## config.mk

```make
export PLATFORM = sky130hd
export DESIGN_NAME = vns_cell
export DESIGN_NICKNAME = d
export VERILOG_FILES = /design/src/hdl/voronoi_nearest_seed_pixel_core_macros.svh /design/src/hdl/vns_pkg.sv /design/src/hdl/vns_cell.sv
export SDC_FILE = /design/constraint.sdc
export NUM_CORES = 1
export LEC_CHECK = 0
export BUFFER_PORTS_ARGS = -buffer_cell sky130_fd_sc_hd__buf_2
export CORE_UTILIZATION = 55
export CTS_CLUSTER_DIAMETER = 200
export DETAILED_ROUTE_END_ITERATION = 7
export PLACE_DENSITY_LB_ADDON = 0.12
export SYNTH_ARGS = -nofsm -noshare
export SYNTH_HDL_FRONTEND = slang
export SYNTH_SLANG_ARGS = --single-unit
```

## constraint.sdc

```tcl
create_clock -name i_clk -period 11.2 [get_ports i_clk]
set_input_delay 1.68 -clock i_clk [delete_from_list [all_inputs] [get_ports i_clk]]
set_output_delay 1.68 -clock i_clk [all_outputs]
set_load 0.1 [all_outputs]
```

## src/hdl/voronoi_nearest_seed_pixel_core_macros.svh

```systemverilog
// Assertion macros shared by the Voronoi seed rasterizer RTL.
`ifndef VORONOI_NEAREST_SEED_PIXEL_CORE_MACROS_SVH
`define VORONOI_NEAREST_SEED_PIXEL_CORE_MACROS_SVH

`ifndef ASSERT_OFF

// Check a property on every clock edge outside reset.
`define VNS_ASSERT(lbl, clk, rstn, prop, msg) \
    lbl: assert property (@(posedge clk) disable iff (!rstn) (prop)) else $error(msg);

// Check a property on every clock edge, reset included.
`define VNS_ASSERT_ALWAYS(lbl, clk, prop, msg) \
    lbl: assert property (@(posedge clk) (prop)) else $error(msg);

`else

`define VNS_ASSERT(lbl, clk, rstn, prop, msg)

`define VNS_ASSERT_ALWAYS(lbl, clk, prop, msg)

`endif

`endif

```

## src/hdl/vns_pkg.sv

```systemverilog
// Shared types and constants for the Voronoi nearest-seed rasterizer.
package vns_pkg;

    // Fixed field widths of the ports
    localparam int POS_W     = 10;
    localparam int SLOT_W    = 6;
    localparam int CHAN_W    = 8;
    localparam int COLOR_W   = 3 * CHAN_W;
    localparam int CNT_W     = 7;
    localparam int CFG_IDX_W = 2;

    // Default values of the top level parameters
    localparam int DEF_MAX_SEEDS   = 64;
    localparam int DEF_COORD_BITS  = 10;
    localparam int DEF_DISK_RADIUS = 5;

    // Distance metric codes
    localparam logic [1:0] METRIC_EUCLID    = 2'd0;
    localparam logic [1:0] METRIC_MANHATTAN = 2'd1;
    localparam logic [1:0] METRIC_CHEBYSHEV = 2'd2;

    // Configuration register indexes
    localparam logic [CFG_IDX_W-1:0] CFG_METRIC     = 2'd0;
    localparam logic [CFG_IDX_W-1:0] CFG_SHOW_SPOTS = 2'd1;
    localparam logic [CFG_IDX_W-1:0] CFG_SEED_COUNT = 2'd2;

    // Input item modes
    localparam logic MODE_LOAD  = 1'b0;
    localparam logic MODE_QUERY = 1'b1;

    // Control flags of one beat travelling down the cell chain
    typedef struct packed {
        logic valid;
        logic query;
        logic found;
        logic spot;
    } t_ctl;

    // Configuration seen by every cell
    typedef struct packed {
        logic [1:0]       metric;
        logic             show_spots;
        logic [CNT_W-1:0] seed_count;
    } t_cfg;

endpackage

```

## src/hdl/vns_cell.sv

```systemverilog
// One seed cell: holds a seed and updates the running nearest-seed search.
module vns_cell import vns_pkg::*; #(
    parameter int INDEX       = 0,
    parameter int COORD_BITS  = DEF_COORD_BITS,
    parameter int DISK_RADIUS = DEF_DISK_RADIUS,
    parameter int DIST_W      = 2 * DEF_COORD_BITS + 1
) (
    input  logic                  i_clk,
    input  logic                  i_rst_n,
    input  logic                  i_adv,
    input  t_cfg                  i_cfg,
    input  t_ctl                  i_ctl,
    input  logic [COORD_BITS-1:0] i_x,
    input  logic [COORD_BITS-1:0] i_y,
    input  logic [SLOT_W-1:0]     i_slot,
    input  logic [COLOR_W-1:0]    i_color,
    input  logic [DIST_W-1:0]     i_dist,
    output t_ctl                  o_ctl,
    output logic [COORD_BITS-1:0] o_x,
    output logic [COORD_BITS-1:0] o_y,
    output logic [SLOT_W-1:0]     o_slot,
    output logic [COLOR_W-1:0]    o_color,
    output logic [DIST_W-1:0]     o_dist
);

    localparam logic [DIST_W-1:0] R2      = DIST_W'(DISK_RADIUS * DISK_RADIUS);
    localparam bit                SLOT_OK = (INDEX < (1 << SLOT_W));
    localparam logic [SLOT_W-1:0] MY_SLOT = SLOT_W'(INDEX);

    // Stored seed
    logic [COORD_BITS-1:0] r_seed_x;
    logic [COORD_BITS-1:0] r_seed_y;
    logic [COLOR_W-1:0]    r_seed_c;

    // First stage registers
    t_ctl                  r1_ctl;
    logic [COORD_BITS-1:0] r1_x;
    logic [COORD_BITS-1:0] r1_y;
    logic [SLOT_W-1:0]     r1_slot;
    logic [COLOR_W-1:0]    r1_color;
    logic [DIST_W-1:0]     r1_dist;
    logic [COORD_BITS-1:0] r1_dx;
    logic [COORD_BITS-1:0] r1_dy;
    logic [DIST_W-1:0]     r1_dx2;
    logic [DIST_W-1:0]     r1_dy2;

    // Second stage registers
    t_ctl                  r2_ctl;
    logic [COORD_BITS-1:0] r2_x;
    logic [COORD_BITS-1:0] r2_y;
    logic [SLOT_W-1:0]     r2_slot;
    logic [COLOR_W-1:0]    r2_color;
    logic [DIST_W-1:0]     r2_dist;

    logic                  w_load;
    logic [COORD_BITS-1:0] w_dx;
    logic [COORD_BITS-1:0] w_dy;
    logic [DIST_W-1:0]     w_dx_ext;
    logic [DIST_W-1:0]     w_dy_ext;
    logic [DIST_W-1:0]     w_sum;
    logic [DIST_W-1:0]     w_manh;
    logic [DIST_W-1:0]     w_cheb;
    logic [DIST_W-1:0]     w_d;
    logic                  w_active;
    logic                  w_hit;
    logic                  w_take;
    logic                  w_spot;
    t_ctl                  n_ctl;
    logic [SLOT_W-1:0]     n_slot;
    logic [COLOR_W-1:0]    n_color;
    logic [DIST_W-1:0]     n_dist;

    // Catch a load beat addressed to this cell
    assign w_load = i_adv && i_ctl.valid && !i_ctl.query && SLOT_OK && (i_slot == MY_SLOT);

    always_ff @(posedge i_clk) begin
        if (w_load) begin
            r_seed_x <= i_x;
            r_seed_y <= i_y;
            r_seed_c <= i_color;
        end
    end

    // Absolute offsets to the stored seed
    always_comb begin
        w_dx     = (i_x > r_seed_x) ? (i_x - r_seed_x) : (r_seed_x - i_x);
        w_dy     = (i_y > r_seed_y) ? (i_y - r_seed_y) : (r_seed_y - i_y);
        w_dx_ext = DIST_W'(w_dx);
        w_dy_ext = DIST_W'(w_dy);
    end

    // Advance the first stage
    always_ff @(posedge i_clk) begin
        if (!i_rst_n) begin
            r1_ctl <= '0;
        end else if (i_adv) begin
            r1_ctl <= i_ctl;
        end
    end

    always_ff @(posedge i_clk) begin
        if (i_adv) begin
            r1_x     <= i_x;
            r1_y     <= i_y;
            r1_slot  <= i_slot;
            r1_color <= i_color;
            r1_dist  <= i_dist;
            r1_dx    <= w_dx;
            r1_dy    <= w_dy;
            r1_dx2   <= w_dx_ext * w_dx_ext;
            r1_dy2   <= w_dy_ext * w_dy_ext;
        end
    end

    // Select the metric distance
    always_comb begin
        w_sum  = r1_dx2 + r1_dy2;
        w_manh = DIST_W'(r1_dx) + DIST_W'(r1_dy);
        w_cheb = (r1_dx > r1_dy) ? DIST_W'(r1_dx) : DIST_W'(r1_dy);
        case (i_cfg.metric)
            METRIC_EUCLID:    w_d = w_sum;
            METRIC_MANHATTAN: w_d = w_manh;
            default:          w_d = w_cheb;
        endcase
    end

    // Compare against the running best; earlier seed keeps a tie
    always_comb begin
        w_active = int'(i_cfg.seed_count) > INDEX;
        w_hit    = r1_ctl.valid && r1_ctl.query && w_active;
        w_take   = w_hit && (!r1_ctl.found || (w_d < r1_dist));
        w_spot   = w_hit && i_cfg.show_spots && (w_sum <= R2);

        n_ctl       = r1_ctl;
        n_ctl.found = r1_ctl.found | w_hit;
        n_ctl.spot  = r1_ctl.spot | w_spot;
        n_slot      = w_take ? MY_SLOT  : r1_slot;
        n_color     = w_take ? r_seed_c : r1_color;
        n_dist      = w_take ? w_d      : r1_dist;
    end

    // Advance the second stage
    always_ff @(posedge i_clk) begin
        if (!i_rst_n) begin
            r2_ctl <= '0;
        end else if (i_adv) begin
            r2_ctl <= n_ctl;
        end
    end

    always_ff @(posedge i_clk) begin
        if (i_adv) begin
            r2_x     <= r1_x;
            r2_y     <= r1_y;
            r2_slot  <= n_slot;
            r2_color <= n_color;
            r2_dist  <= n_dist;
        end
    end

    assign o_ctl   = r2_ctl;
    assign o_x     = r2_x;
    assign o_y     = r2_y;
    assign o_slot  = r2_slot;
    assign o_color = r2_color;
    assign o_dist  = r2_dist;

endmodule

```

==> qor.log <==
[clocking] clock input transition at the sequential cells of the worst setup and hold paths 60 ps
[clocking] count of cells resized by post-cts repair 0
[status] result of the run completed
[worst_setup_path] worst setup path start i_y[4]
[logic_synthesis] yosys synthesis warning count 0
[clocking] root buffer cell clkbuf_16
[logic_synthesis] number of distinct library cells after synthesis 82
[floorplanning] initial standard-cell utilization of the core 0.5634
[grt] GRT Total Usage 0.2300
[grt] vias in the first global route 11920
[final_layout] fraction of final layout cells sized beyond drive strength 1 0.1607
[logic_synthesis] Avg Inst Size Synth 11.26 um^2
[logic_synthesis] post-synth top area cell edfxtp_1
[worst_setup_path] CP Capture Type flip-flop
[worst_setup_path] setup slack on the worst flop-to-flop path 2800 ps
[worst_setup_path] kind of start point of the critical path primary input
[grt] overall overflow remaining after global route 0
[clocking] number of sinks on the clock net 250
[floorplanning] site row count 65
[worst_hold_path] Endpoint, Worst Hold o_y[2]$_DFFE_PP_
[worst_setup_path] worst r2r dst r1_dy2[19]$_DFFE_PP_
[clocking] clock buffers created by TritonCTS 27
[worst_setup_path] Crit Reg-Reg Startpoint r_seed_y[5]$_DFFE_PP_
[clocking] post-CTS setup repair buffer count 0
[power_and_ir_drop] internal power 0.003564 W
[worst_hold_path] min-delay worst type flip-flop to flip-flop
[worst_setup_path] maximum net fanout on the critical path 15
[logic_synthesis] area fraction of the dominant cell type after synthesis 0.4056
[place] Routability Congestion 0.9079
[detailed_routing] Iter 0 DRT Violations 660
[logic_synthesis] register bit count reported by yosys 250
[logic_synthesis] netlist area before placement 17920 um^2
[detailed_routing] mean routed wirelength per cell 17.00 um
[logic_synthesis] sequential element share of the synthesized area 0.4146
[floorplanning] placeable core region 31800 um^2
[power_and_ir_drop] Peak VDD IR 0.5492 mV
[final_layout] number of cells in the finished layout apart from fillers 2209
[final_layout] final design instance area without fill 20100 um^2
[sta] final setup violating endpoints 0
[final_layout] Fill cells 2574
[worst_setup_path] Bufs and invs on worst path 6
[worst_setup_path] path type of the worst setup path primary input to flip-flop
[final_layout] Nets 2139
[floorplanning] width of the die 182.5 um
[final_layout] Syn-to-layout area delta 12.20%
[clocking] clock tree from TritonCTS built
[clocking] Post-CTS Hold Fix Bufs 0
[flow_run] total of max-cap violations 0
[worst_setup_path] arrival time at the worst endpoint 9570 ps
[sta] Slew HR 0.3521
[detailed_routing] post-route DRC violation count 0
[sta] Worst Clk Skew 21.01 ps
[sta] slew at the pin with the worst max-slew slack 959.3 ps
[sta] final count of hold timing violations 0
[place] Post-Place Worst Slack 1482 ps
[sta] total negative slack for setup checks 0 ps
[logic_synthesis] count of flip-flops with a built-in enable after synthesis 242
[power_and_ir_drop] share of power burned in registers 0.216
[detailed_routing] vias after detailed routing 12060
[final_layout] end-of-flow core utilization 0.6321
[detailed_routing] post-detailed-routing wire length 37540 um
[worst_hold_path] Worst Min Path Start r1_y[2]$_DFFE_PP_
[detailed_routing] number of search-and-repair iterations in the first detailed-routing pass 7
[logic_synthesis] top cell types by occurrence after synthesis inv_1 (252), edfxtp_1 (242), ha_1 (196), nor2_1 (116), fa_1 (99)
[power_and_ir_drop] Switching Fraction 0.4425
[power_and_ir_drop] Psw 0.002829 W
[clocking] Skew-Pair Late Insertion Delay 540 ps
[clocking] level count of the clock H-tree 1
[grt] maximum number of pins on one net before global-route repair 181
[place] placed insts 2162
[worst_setup_path] Worst path top cell family by delay adder cells
[power_and_ir_drop] share of power burned in combinational logic 0.641
[floorplanning] Die Outline Area 33300 um^2
[logic_synthesis] share of synthesized registers carrying an async set or reset 0
[place] post-detailed-placement half-perimeter wirelength 28680 um
[logic_synthesis] dominant cells by area after synthesis edfxtp_1 (41%), ha_1 (14%), fa_1 (11%), inv_1 (5.3%), mux2_2 (3.3%)
[floorplanning] Die Y-Extent 182.5 um
[worst_hold_path] Cells on Worst Hold Path 0
[logic_synthesis] number of standard cells after synthesis 1591
[logic_synthesis] net count of the mapped netlist 1974
[sta] Final Slew Violations 0
[sta] RSZ-0062 raised after global routing false
[logic_synthesis] most frequently used cell type in the post-synthesis netlist inv_1
[power_and_ir_drop] total power per unit cell area 318.0 nW/um^2
[detailed_routing] final antenna-violating net count 0
[sta] final critical delay including setup and external delays 9301 ps
[grt] first-pass GRT wire length 60930 um
[final_layout] Multi-input gate area 9389 um^2
[sta] achievable frequency 107.5 MHz
[clocking] clock tree buffer depth 3
[worst_setup_path] required time of the worst setup path 11470 ps
[worst_setup_path] logic depth of the worst register-to-register path 27
[sta] period utilization 0.8304
[power_and_ir_drop] Lkg Pwr 9.227 nW
[place] count of input and output buffers 162
[final_layout] Sequential cell area 7427 um^2
[floorplanning] I/O pins 163
[sta] Final Worst Setup Slack 1899 ps
[detailed_routing] routed vias/inst 5.461
[grt] antenna violations before repair 2
[power_and_ir_drop] clock share of power 0.143
[worst_setup_path] slowest stage cell, crit path o32ai_1
[worst_setup_path] maximum cell stage delay along the critical path 640 ps
[place] Placed Area 19210 um^2
[logic_synthesis] commonest register cell after synthesis edfxtp_1
-- state kept, by name (all words and copies together) (netlist names), 4 cells and up --
signal,count
o_color,24
o_ctl,4
o_dist,21
o_slot,6
o_x,10
o_y,10
r1_color,24
r1_dist,21
r1_dx,10
r1_dx2,18
r1_dy,10
r1_dy2,18
r1_slot,6
r1_x,10
r1_y,10
r_seed_c,24
r_seed_x,10
r_seed_y,10
-- cells by family after synthesis --
| group | after synthesis | share of synthesized area |
|---|---|---|
| buffers and inverters | 290 | 0.06257 |
| and+or+nand+nor | 342 | 0.09093 |
| DFF | 250 | 0.4146 |
| AOI/OAI and AO/OA | 258 | 0.09729 |
| muxes | 82 | 0.05014 |
| adders and majority gates | 295 | 0.2475 |
| xor gates and xnor gates | 74 | 0.03701 |
-- routing by layer --
layer  vias to the layer above  GRT usage  part of all wire
met5                         -          0           0.00029
met4                         2    0.04403             0.017
met3                        46    0.03013             0.057
met2                       315     0.3713              0.46
met1                      5822     0.3342              0.47
li1                       5879          -                 -
-- cell type report --
cell class,instances,area share
antenna,1,0.0001245
clock buffer,34,0.03492
clock inverter,12,0.009523
inverter,258,0.04818
multi-input combinational,1051,0.4671
sequential,250,0.3695
tap,435,0.02708
timing repair buffer,168,0.04363
-- through the flow --
step                      power [W]  hold WS, ps
after floorplan            0.004604        400.3
after global placement     0.005436        400.6
after detailed placement   0.005482        404.5
after CTS                  0.006445        413.5
after global routing       0.007033        415.6
final                      0.006393        414.8
-- power groups by stage --
stage          registers [W]  logic, W  clock network, W
6_report             0.00138   0.00410          0.000913
5_1_grt              0.00139   0.00467          0.000967
4_1_cts              0.00138   0.00413          0.000932
3_5_place_dp         0.00140   0.00408                 0
3_3_place_gp         0.00140   0.00404                 0
2_1_floorplan        0.00152   0.00308                 0
-- cells in the final DEF, fill, tap and decap left out, types with 13 or more instances in the layout --
master     synthesis  layout
nor3_1            19      19
nor2_1           116     116
edfxtp_1         242     242
nand4_1           21      21
nand3_1           17      17
nor2b_1           16      16
clkbuf_16          0      27
inv_1            252     252
xnor2_1           46      46
mux2_2            52      52
o21bai_1          13      13
buf_2             12     161
o21ai_0           37      37
ha_1             196     196
nand2_1           82      82
mux2i_1           27      27
xor2_1            26      26
a21oi_1           73      73
fa_1              99      99
and2_1            17      17
a21o_1            32      32
-- worst max path at each step --
stage	endpoint	slack (ps)	cells after the start
after global routing	r1_dy2[19]$_DFFE_PP_	1420	29
after detailed placement	r1_dy2[19]$_DFFE_PP_	1480	29
after CTS	r1_dy2[19]$_DFFE_PP_	2020	29
after global placement	r1_dy2[19]$_DFFE_PP_	1660	29
after floorplan	r1_dx2[19]$_DFFE_PP_	2670	30
final	r1_dy2[19]$_DFFE_PP_	1900	29
(Power assumes the default switching activity.)
